==> src/rtl/act_pkg.sv <==
package act_pkg;

    localparam int unsigned TableEntriesDefault = 16;
    localparam logic [31:0] RefreshAgeReset     = 32'd6000;

    localparam logic [1:0] KindTick    = 2'd0;
    localparam logic [1:0] KindResolve = 2'd1;
    localparam logic [1:0] KindPacket  = 2'd2;

    localparam logic [2:0] StatTick    = 3'd0;
    localparam logic [2:0] StatHit     = 3'd1;
    localparam logic [2:0] StatMiss    = 3'd2;
    localparam logic [2:0] StatLearned = 3'd3;
    localparam logic [2:0] StatDropped = 3'd4;

    localparam logic [15:0] OpRequest = 16'd1;
    localparam logic [15:0] OpReply   = 16'd2;
    localparam logic [15:0] HwEther   = 16'd1;
    localparam logic [15:0] ProtoIpv4 = 16'h0800;
    localparam logic [7:0]  HwLenMac  = 8'd6;
    localparam logic [7:0]  ProtoLenIp = 8'd4;

    localparam logic RegLocalIp    = 1'b0;
    localparam logic RegRefreshAge = 1'b1;

    // operation handed from front to back
    typedef enum logic [2:0] {
        OP_TICK,
        OP_RESOLVE,
        OP_LEARN_REQ,
        OP_LEARN_REP,
        OP_DROP
    } t_op;

    typedef struct packed {
        t_op         op;
        logic        no_send;
        logic [31:0] addr;
        logic [47:0] hw;
    } t_cmd;

    typedef struct packed {
        logic [2:0]  status;
        logic [47:0] cached_hw;
        logic        send_request;
        logic        send_reply;
        logic [31:0] reply_addr;
        logic [47:0] reply_hw;
    } t_res;

endpackage

==> src/rtl/arp_cache_table_unit.sv <==
// channel  | handshake        | payload
// input    | i_push / o_full  | i_kind .. i_no_send
// result   | o_empty / i_pop  | o_status .. o_reply_hw
// config   | i_cfg_we         | i_cfg_index, i_cfg_data
// Ticks and dropped packets go from S_IDLE straight to S_EXEC; resolves and packets
// that touch the table first pass S_SCAN, the one-entry-a-cycle table scan, and S_READ.
// Reset clears valid bits, the clock and the queues at once; no clearing pass.
// A two-deep command queue lets input continue while the back part scans or
// waits on a full result register.
module arp_cache_table_unit
    import act_pkg::*;
#(
    parameter int unsigned TableEntries = TableEntriesDefault
) (
    input  logic        i_clk,
    input  logic        i_rst_n,
    input  logic        i_push,
    output logic        o_full,
    input  logic [1:0]  i_kind,
    input  logic [31:0] i_peer_addr,
    input  logic [47:0] i_sender_hw,
    input  logic [31:0] i_target_addr,
    input  logic [15:0] i_opcode,
    input  logic [15:0] i_hw_type,
    input  logic [15:0] i_proto_type,
    input  logic [7:0]  i_hw_len,
    input  logic [7:0]  i_proto_len,
    input  logic        i_no_send,
    output logic        o_empty,
    input  logic        i_pop,
    output logic [2:0]  o_status,
    output logic [47:0] o_cached_hw,
    output logic        o_send_request,
    output logic        o_send_reply,
    output logic [31:0] o_reply_addr,
    output logic [47:0] o_reply_hw,
    input  logic        i_cfg_we,
    input  logic        i_cfg_index,
    input  logic [31:0] i_cfg_data
);

    logic [31:0] r_local_ip, r_refresh_age;
    logic        cmd_valid, cmd_take, res_valid;
    t_cmd        cmd;
    t_res        res;

    always_ff @(posedge i_clk) begin
        if (!i_rst_n) begin
            r_local_ip    <= 32'd0;
            r_refresh_age <= RefreshAgeReset;
        end else if (i_cfg_we) begin
            case (i_cfg_index)
                RegLocalIp:    r_local_ip    <= i_cfg_data;
                RegRefreshAge: r_refresh_age <= i_cfg_data;
                default: ;
            endcase
        end
    end

    act_front u_front (
        .i_clk, .i_rst_n, .i_push, .o_full, .i_kind, .i_peer_addr, .i_sender_hw,
        .i_target_addr, .i_opcode, .i_hw_type, .i_proto_type, .i_hw_len,
        .i_proto_len, .i_no_send,
        .i_local_ip  (r_local_ip),
        .o_cmd_valid (cmd_valid),
        .o_cmd       (cmd),
        .i_cmd_take  (cmd_take)
    );

    act_back #(.TableEntries(TableEntries)) u_back (
        .i_clk, .i_rst_n,
        .i_cmd_valid   (cmd_valid),
        .i_cmd         (cmd),
        .o_cmd_take    (cmd_take),
        .i_refresh_age (r_refresh_age),
        .o_res_valid   (res_valid),
        .o_res         (res),
        .i_res_take    (i_pop)
    );

    assign o_empty        = !res_valid;
    assign o_status       = res.status;
    assign o_cached_hw    = res.cached_hw;
    assign o_send_request = res.send_request;
    assign o_send_reply   = res.send_reply;
    assign o_reply_addr   = res.reply_addr;
    assign o_reply_hw     = res.reply_hw;

endmodule

==> src/rtl/act_front.sv <==
module act_front
    import act_pkg::*;
(
    input  logic        i_clk,
    input  logic        i_rst_n,
    input  logic        i_push,
    output logic        o_full,
    input  logic [1:0]  i_kind,
    input  logic [31:0] i_peer_addr,
    input  logic [47:0] i_sender_hw,
    input  logic [31:0] i_target_addr,
    input  logic [15:0] i_opcode,
    input  logic [15:0] i_hw_type,
    input  logic [15:0] i_proto_type,
    input  logic [7:0]  i_hw_len,
    input  logic [7:0]  i_proto_len,
    input  logic        i_no_send,
    input  logic [31:0] i_local_ip,
    output logic        o_cmd_valid,
    output t_cmd        o_cmd,
    input  logic        i_cmd_take
);

    // two-entry command queue
    t_cmd       r_q [2];
    logic       r_wp, r_rp;
    logic [1:0] r_cnt;
    t_cmd       n_cmd;
    logic       hdr_ok;
    logic       do_push, do_pop;

    always_comb begin
        hdr_ok = (i_hw_type == HwEther) && (i_proto_type == ProtoIpv4)
              && (i_hw_len == HwLenMac) && (i_proto_len == ProtoLenIp);
        n_cmd.no_send = i_no_send;
        n_cmd.addr    = i_peer_addr;
        n_cmd.hw      = i_sender_hw;
        n_cmd.op      = OP_DROP;
        case (i_kind)
            KindTick:    n_cmd.op = OP_TICK;
            KindResolve: n_cmd.op = OP_RESOLVE;
            KindPacket: begin
                if (hdr_ok && i_opcode == OpRequest && i_local_ip != 32'd0
                    && i_target_addr == i_local_ip)
                    n_cmd.op = OP_LEARN_REQ;
                else if (hdr_ok && i_opcode == OpReply)
                    n_cmd.op = OP_LEARN_REP;
            end
            default: n_cmd.op = OP_DROP;
        endcase
    end

    assign o_full      = (r_cnt == 2'd2);
    assign do_push     = i_push && !o_full;
    assign o_cmd_valid = (r_cnt != 2'd0);
    assign do_pop      = i_cmd_take && o_cmd_valid;
    assign o_cmd       = r_q[r_rp];

    always_ff @(posedge i_clk) begin
        if (!i_rst_n) begin
            r_wp  <= 1'b0;
            r_rp  <= 1'b0;
            r_cnt <= 2'd0;
        end else begin
            if (do_push) r_wp <= ~r_wp;
            if (do_pop)  r_rp <= ~r_rp;
            r_cnt <= r_cnt + {1'b0, do_push} - {1'b0, do_pop};
        end
        if (do_push) r_q[r_wp] <= n_cmd;
    end

endmodule

==> src/rtl/act_back.sv <==
module act_back
    import act_pkg::*;
#(
    parameter int unsigned TableEntries = TableEntriesDefault
) (
    input  logic        i_clk,
    input  logic        i_rst_n,
    input  logic        i_cmd_valid,
    input  t_cmd        i_cmd,
    output logic        o_cmd_take,
    input  logic [31:0] i_refresh_age,
    output logic        o_res_valid,
    output t_res        o_res,
    input  logic        i_res_take
);

    localparam int unsigned IdxW = $clog2(TableEntries);
    localparam logic [IdxW:0] LastIdx = (IdxW+1)'(TableEntries - 1);

    typedef enum logic [2:0] {
        S_IDLE, S_SCAN, S_READ, S_EXEC, S_OUT
    } t_state;

    logic [31:0] r_addr_mem [TableEntries];
    logic [47:0] r_hw_mem   [TableEntries];
    logic [31:0] r_use_mem  [TableEntries];
    logic [TableEntries-1:0] r_valid, r_resolved;

    t_state      r_state;
    t_cmd        r_cmd;
    logic [31:0] r_now;
    logic [IdxW:0] r_i;
    logic        r_hit;
    logic [IdxW-1:0] r_hit_idx;
    logic        r_free;
    logic [IdxW-1:0] r_free_idx;
    logic        r_rv;
    logic [IdxW-1:0] r_rv_idx;
    logic [31:0] r_rv_age;
    logic        r_pv;
    logic [IdxW-1:0] r_pv_idx;
    logic [31:0] r_pv_age;
    logic [31:0] r_rd_use;
    logic [47:0] r_rd_hw;
    logic        r_res_valid;
    t_res        r_res;
    t_res        n_res;

    logic [IdxW-1:0] idx, slot;
    logic [31:0] age, hit_age;

    assign idx        = r_i[IdxW-1:0];
    assign age        = r_now - r_use_mem[idx];
    assign hit_age    = r_now - r_use_mem[r_hit_idx];
    assign slot       = r_hit ? r_hit_idx : r_free ? r_free_idx
                      : r_rv ? r_rv_idx : r_pv_idx;
    assign o_cmd_take  = (r_state == S_IDLE) && i_cmd_valid;
    assign o_res_valid = r_res_valid;
    assign o_res       = r_res;

    always_comb begin
        n_res = '0;
        n_res.status = StatDropped;
        case (r_cmd.op)
            OP_TICK: n_res.status = StatTick;
            OP_RESOLVE: begin
                if (r_hit && r_resolved[r_hit_idx]) begin
                    n_res.status    = StatHit;
                    n_res.cached_hw = r_rd_hw;
                    if (!r_cmd.no_send && r_rd_use > i_refresh_age) begin
                        n_res.send_request = 1'b1;
                        n_res.reply_addr   = r_cmd.addr;
                    end
                end else begin
                    n_res.status       = StatMiss;
                    n_res.send_request = 1'b1;
                    n_res.reply_addr   = r_cmd.addr;
                end
            end
            OP_LEARN_REQ: begin
                n_res.status     = StatLearned;
                n_res.send_reply = 1'b1;
                n_res.reply_addr = r_cmd.addr;
                n_res.reply_hw   = r_cmd.hw;
            end
            OP_LEARN_REP: begin
                if (r_hit) n_res.status = StatLearned;
            end
            default: n_res.status = StatDropped;
        endcase
    end

    always_ff @(posedge i_clk) begin
        if (!i_rst_n) begin
            r_state     <= S_IDLE;
            r_valid     <= '0;
            r_resolved  <= '0;
            r_now       <= 32'd0;
            r_res_valid <= 1'b0;
        end else begin
            // in S_EXEC the beat is replaced, not cleared
            if (r_res_valid && i_res_take && r_state != S_EXEC) r_res_valid <= 1'b0;
            case (r_state)
                S_IDLE: begin
                    if (i_cmd_valid) begin
                        r_cmd   <= i_cmd;
                        r_i     <= '0;
                        r_hit   <= 1'b0;
                        r_free  <= 1'b0;
                        r_rv    <= 1'b0;
                        r_pv    <= 1'b0;
                        r_state <= (i_cmd.op == OP_TICK || i_cmd.op == OP_DROP)
                                 ? S_EXEC : S_SCAN;
                    end
                end
                S_SCAN: begin
                    // one entry a cycle: match, first free, oldest resolved, oldest of any valid entry
                    if (r_valid[idx]) begin
                        if (!r_hit && r_addr_mem[idx] == r_cmd.addr) begin
                            r_hit     <= 1'b1;
                            r_hit_idx <= idx;
                        end
                        if (r_resolved[idx]) begin
                            if (!r_rv || age > r_rv_age) begin
                                r_rv     <= 1'b1;
                                r_rv_idx <= idx;
                                r_rv_age <= age;
                            end
                        end
                        if (!r_pv || age > r_pv_age) begin
                            r_pv     <= 1'b1;
                            r_pv_idx <= idx;
                            r_pv_age <= age;
                        end
                    end else if (!r_free) begin
                        r_free     <= 1'b1;
                        r_free_idx <= idx;
                    end
                    if (r_i == LastIdx) r_state <= S_READ;
                    r_i <= r_i + 1'b1;
                end
                S_READ: begin
                    r_rd_hw   <= r_hw_mem[r_hit_idx];
                    r_rd_use  <= hit_age;
                    r_state   <= S_EXEC;
                end
                S_EXEC: begin
                    if (!r_res_valid || i_res_take) begin
                        r_res_valid <= 1'b1;
                        r_state     <= S_IDLE;
                        r_res       <= n_res;
                        case (r_cmd.op)
                            OP_TICK: r_now <= r_now + 32'd1;
                            OP_RESOLVE: begin
                                if (r_hit && r_resolved[r_hit_idx]) begin
                                    r_use_mem[r_hit_idx] <= r_now;
                                end else if (!r_hit) begin
                                    r_addr_mem[slot] <= r_cmd.addr;
                                    r_hw_mem[slot]   <= 48'd0;
                                    r_use_mem[slot]  <= r_now;
                                    r_valid[slot]    <= 1'b1;
                                    r_resolved[slot] <= 1'b0;
                                end
                            end
                            OP_LEARN_REQ: begin
                                r_addr_mem[slot] <= r_cmd.addr;
                                r_hw_mem[slot]   <= r_cmd.hw;
                                r_use_mem[slot]  <= r_now;
                                r_valid[slot]    <= 1'b1;
                                r_resolved[slot] <= 1'b1;
                            end
                            OP_LEARN_REP: begin
                                if (r_hit) begin
                                    r_hw_mem[r_hit_idx]   <= r_cmd.hw;
                                    r_use_mem[r_hit_idx]  <= r_now;
                                    r_resolved[r_hit_idx] <= 1'b1;
                                end
                            end
                            default: ;
                        endcase
                    end
                end
                default: r_state <= S_IDLE;
            endcase
        end
    end

endmodule
==> config.mk <==
export PLATFORM = sky130hd
export DESIGN_NAME = arp_cache_table_unit
export DESIGN_NICKNAME = d
export VERILOG_FILES = /design/src/rtl/act_pkg.sv /design/src/rtl/arp_cache_table_unit.sv /design/src/rtl/act_front.sv /design/src/rtl/act_back.sv
export SDC_FILE = /design/constraint.sdc
export NUM_CORES = 2
export LEC_CHECK = 0
export BUFFER_PORTS_ARGS = -buffer_cell sky130_fd_sc_hd__buf_2
export CAP_MARGIN = 20
export CORE_MARGIN = 3
export CORE_UTILIZATION = 27
export DETAILED_ROUTE_END_ITERATION = 6
export PLACE_DENSITY = 0.43
export SETUP_SLACK_MARGIN = 0.5
export SLEW_MARGIN = 10
export SYNTH_ARGS = -nofsm -noshare
export SYNTH_HDL_FRONTEND = slang
export SYNTH_SLANG_ARGS = --single-unit
==> constraint.sdc <==
create_clock -name i_clk -period 13.5 [get_ports i_clk]
set_input_delay 2.025 -clock i_clk [delete_from_list [all_inputs] [get_ports i_clk]]
set_output_delay 2.025 -clock i_clk [all_outputs]
set_load 0.05 [all_outputs]
After elaboration in Yosys (flattened, before gate mapping)
Memory sizes are Yosys's and may differ from the RTL's. A register that Yosys moved wholly into a read port is not among the register bits.
Index checks and enable logic that the tools add are counted.

storage, ports and cells
  input bits = 217
  memory bits (writable) = 1960
  memories = 4
  register bits after elaboration = 474

cells by class
  add/subtract/negate cells = 6
  reductions and logical operators = 57
  mux-type cells = 95
  bitwise logic cells = 14
  $lt $le $gt $ge = 8
  equality and inequality tests = 32

memories
  name               words  bits a word  rd ports  clocked after Yosys merged registers in  write ports  RTL line         text
  u_back.r_hw_mem    16     48           1         1                                        1            act_back.sv:25   logic [47:0] r_hw_mem [TableEntries];
  u_back.r_addr_mem  16     32           1         1                                        1            act_back.sv:24   logic [31:0] r_addr_mem [TableEntries];
  u_back.r_use_mem   16     32           2         2                                        1            act_back.sv:26   logic [31:0] r_use_mem [TableEntries];
  u_front.r_q        2      84           1         1                                        1            act_front.sv:25  t_cmd r_q [2];

operators by type and width
  kind                                                   count
  two-way mux 32 bit                                     6
  > comparator 32 bit                                    3
  two-way mux 48 bit                                     2
  two-way mux 16 bit                                     5
  equality test 32 bit                                   2
  case mux 32 bit (2 select lines)                       1
  subtractor 32 bit                                      2
  two-way mux 1 bit                                      49
  OR 16 bit                                              3
  case mux 16 bit (3 select lines)                       1
  OR reduction 48 bit                                    1
  adder 32 x 1 -> 32 bit, second input constant          1
  equality test 16 x 1 -> 1 bit, second input constant   2
  two-way mux 4 bit                                      8
  case mux 16 bit (2 select lines)                       1
  nonzero test 32 bit                                    1
  OR reduction 32 bit                                    1
  case mux 3 bit (4 select lines)                        2
  AND reduction 5 bit                                    4
  two-way mux 3 bit                                      6
  != test 2 x 1 -> 1 bit, second input constant          9
  logical AND 1 bit                                      17
  bitwise AND 16 bit                                     1
  equality test 16 x 12 -> 1 bit, second input constant  1
  35 further kinds                                       83

Logic depth before layout (Yosys ltp)
  depth after elaboration = 12
  mapped depth = 32

Modules after synthesis
A second synthesis with hierarchy kept.

unflattened totals
  cell total of the unflattened synthesis = 5472
  area, all modules = 104258.7 µm²

by module, submodules not included
  module                seq. area each (µm²)  area an instance (µm²)  cells an instance  times used
  act_back              66904.2               94899.8                 4849               1
  act_front             5144.9                6871.6                  368                1
  arp_cache_table_unit  1281.2                2487.4                  255                1

Least setup slack after synthesis
Ideal clock, no wire load.

  kind = register to register
  start point = register with a tool-made name
  end point = register u_back.r_rv_age[0] (enable)
  arrival time = 9.191 ns
  path buffers = 7
  data required time = 13.026 ns
  library setup time = 0.474 ns
  period minus slack after synthesis = 9.665 ns
  stages on the path, launching flop included = 31
  path slack = 3.835 ns
  cell sequence = dfxtp_1 > buf_6 > buf_6 > buf_4 > buf_2 > buf_2 > buf_1 > buf_2 > mux4_2 > mux4_2 > inv_1 > ha_1 > nor2b_1 > o31a_1 > o21a_1 > o31a_1 > a211o_1 > nand4_1 > a21oi_1 > o32ai_1 > o21a_1 > o211ai_1 > ha_1 > nand2_1 > nor3_1 > nand2_1 > nor3_1 > nand4_1 > o22ai_1 > a211oi_1 > nor3_1

RTL lines
  what                    RTL line         text
  end signal: assignment  act_back.sv:127  r_rv_age <= age;
  end: declaration        act_back.sv:39   logic [31:0] r_rv_age;

==> out/metrics.yaml <==
r2r_end: "u_back.r_rv_age[11]$_DFFE_PP_"
setup_viol: 0
first_pass_iters: 5
r2r_setup_slack_ns: 4.46
synth_top_area_share_pct: 68.3
crit_arrival_ns: 9.56
die_h_um: 624
status: "finished, final reports clean"
routed_wl_um: 298000
ys_ff_latch: 2490
holdPathStages: 1
worst_pin_slew_ns: 1.14
hold_violations: 0
ant_nets: 0
slew_headroom_pct: 24.2
yosys.area.top_type: "edfxtp_1"
clock-sinks: 2490
final.period_utilization_pct: 66.9
grt_max_degree: 96
synth_cell_types: 59
intPower_w: 0.0145
synth_edf_count: 2346
yosysMostFrequentCell: "edfxtp_1"
worst_setup_path_end_kind: "flip-flop"
num-fill-cells: 36600
hold_start: "u_back.r_valid[15]$_SDFFE_PN0P_"
setup_tns_ns: 0
io_pins: 352
switchingPower_w: 0.00527
seq_area_frac_synth_pct: 71.1
whs_ns: 0.467
start_util_pct: 27.2
finalClockSkew_ns: 0.0577
grt_pass1_vias: 56300
fin_crit_ns: 9.04
htree_num_levels: 5
multiInputGateArea_mm2: 0.0285
drive_gt1_share_pct: 29.2
power_frac_comb_pct: 15.5
p_seq_share_pct: 46.0
path_max_fanout: 46
drc: 0
final_nets: 6301
port_buffers: 351
drtIter0Drc: 4294
syn_nets: 5745
clockPowerShare_pct: 38.6
synth_common_cells: "2346 x edfxtp_1, 714 x mux4_2, 207 x nand2_1, 190 x inv_1, 171 x clkbuf_1"
wire_per_inst_um: 26.7
setup_ws_ns: 4.46
cts_made_buffers: 295
max_freq_mhz: 111
track_usage_pct: 15.1
die_w_um: 624
ir_drop_uv: 113
overflow: 0
synth.area.top_cells: "edfxtp_1 68%, mux4_2 16%, dfxtp_1 2.8%"
p_per_area_mw_per_mm2: 164
cts-root-buf: "clkbuf_16"
swShare_pct: 26.6
post-route-cell-area_mm2: 0.121
post-place-ws_ns: 4.23
vias: 53000
vias_per_cell: 4.75
p_leak_nw: 39.7
design.core.area_mm2: 0.379
postCtsSetupBuffers: 0
synth_ff_type: "edfxtp_1"
final-seq-area_mm2: 0.0734
clockBufferDepth: 4
path_clk_slew_ns: 0.05
grtUsageMet2_pct: 25.3
place_hpwl_um: 167000
rsz0062_at_grt: "no"
ctsResizeCount: 0
max_cap_viol_count: 0
placed_area_mm2: 0.112
avgSynthCellArea_um2: 19.2
async_flop_share_pct: 0
postCtsHoldBufs: 0
rows: 226
grt_use_met3_pct: 2.22
synth_cells: 5359
ff2ff_path_depth: 26
worstHoldEndpoint: "u_back.r_valid[15]$_SDFFE_PN0P_"
grt_busiest_layer: "met2"
netlist_area_mm2: 0.103
area_delta_synth_final_pct: 17.4
gp_congestion: 0.864
worstPathRequired_ns: 14.02
dieArea_mm2: 0.389
holdCritPathClass: "reg -> reg"
antenna_found_initial: 23
worstSetupStartpointType: "flip-flop"
use_met1_pct: 20.3
grt_pass1_wl_um: 424000
insertion_delay_ns: 0.90
critPathKind: "reg -> reg"
maxSlewViolCount: 0
yosys_warnings: 0
cts_tree: "yes"
critical path, cell delays in order, from the launching register on:
cell and delay, ns:
dfxtp_4 0.82, buf_4 0.69, buf_4 0.85, mux4_2 0.61
mux4_2 0.47, inv_1 0.13, ha_1 0.30, and4_1 0.25
and2_1 0.18, and2_1 0.15, o21ai_0 0.15, nand2b_1 0.07
a21oi_1 0.19, a21oi_1 0.13, o32ai_1 0.52, o21a_1 0.24
o211ai_1 0.24, ha_1 0.39, nand2_1 0.07, nor3_1 0.26
nand2_1 0.12, nor3_1 0.27, nand4_1 0.16, o22ai_1 0.14
a211oi_1 0.09, nor3_2 0.46, buf_4 0.52
per-stage QoR:
stage	power [W]	std cells	util (%)
floorplan	0.0113	5359	-
global placement	0.0124	10600	29.5
detailed placement	0.0124	10600	29.5
CTS	0.0202	11200	31.9
global route	0.0207	11200	31.9
finish	0.0198	11200	31.9
power by group through the flow:
stage | Combinational [W] | Sequential, W | Clock (W)
after global routing | 0.00334 | 0.00914 | 0.00819
after CTS | 0.00315 | 0.00912 | 0.00789
after detailed placement | 0.00313 | 0.00928 | 0
final | 0.00306 | 0.00910 | 0.00763
after global placement | 0.00312 | 0.00927 | 0
after floorplan | 0.00213 | 0.00914 | 0
layer usage:
metal / vias up / part of all wire [%]
met5: - / 0.023
met1: 28400 / 44
met2: 1354 / 49
met3: 461 / 4.6
li1: 22800 / -
met4: 12 / 2.5
area by class of cell:
cell class                 count  share of cell area (%)
sequential                  2490                    60.6
clock buffer                 384                    6.56
multi-input combinational   2428                    23.5
antenna                       12                  0.0248
timing repair buffer         509                    2.48
clock inverter               144                   0.983
inverter                     191                   0.601
tap                         5016                    5.19
sequential cells by signal, summed over array words and instances, names as in the netlist, 48 cells and up, named ones only:
name and count:
u_back.r_addr_mem 512, u_back.r_hw_mem 768, u_back.r_cmd 84, u_back.r_rd_hw 48
u_back.o_res 133, u_front.r_q 168, u_back.r_use_mem 512
worst max-delay path by stage:
| stage | from | endpoint | slack (ns) | depth (start not counted) |
|---|---|---|---|---|
| after floorplan | flip-flop | u_back.r_rv_age[0]$_DFFE_PP_ | 3.84 | 30 |
| after global placement | flip-flop | u_back.r_rv_age[8]$_DFFE_PP_ | 4.36 | 26 |
| after detailed placement | flip-flop | u_back.r_rv_age[10]$_DFFE_PP_ | 4.23 | 26 |
| after CTS | flip-flop | u_back.r_rv_age[13]$_DFFE_PP_ | 4.20 | 26 |
| after global routing | flip-flop | u_back.r_rv_age[11]$_DFFE_PP_ | 3.60 | 26 |
| final | flip-flop | u_back.r_rv_age[11]$_DFFE_PP_ | 4.46 | 26 |
kinds of logic (layout without fill, tap and decap cells):
family	after synthesis	in the layout	share of synthesized area, %
buffers and inverters	441	1228	1.67
other	0	12	0
AND/OR/NAND/NOR	826	826	4.14
multiplexers	846	846	17.0
flip-flops	2490	2490	71.1
adder cells (fa/ha/maj)	169	169	2.07
XOR/XNOR	164	164	1.39
AO/OA/AOI/OAI	423	423	2.59
cell usage in the layout (no fill, tap or decap), types with 52 or more instances in the layout:
| cell | count |
|---|---|
| dfxtp_1 | 135 |
| mux4_2 | 714 |
| and3_1 | 90 |
| nor2_1 | 89 |
| a21boi_0 | 66 |
| nand2_1 | 207 |
| xor2_1 | 62 |
| mux2_2 | 88 |
| ha_1 | 167 |
| o21ai_0 | 93 |
| buf_4 | 153 |
| a21oi_1 | 114 |
| edfxtp_1 | 2346 |
| clkinv_2 | 52 |
| clkbuf_16 | 303 |
| xnor2_1 | 102 |
| and2_1 | 140 |
| clkbuf_1 | 76 |
| inv_1 | 188 |
| buf_2 | 350 |
Note: power is estimated with default switching activity, not from simulation.
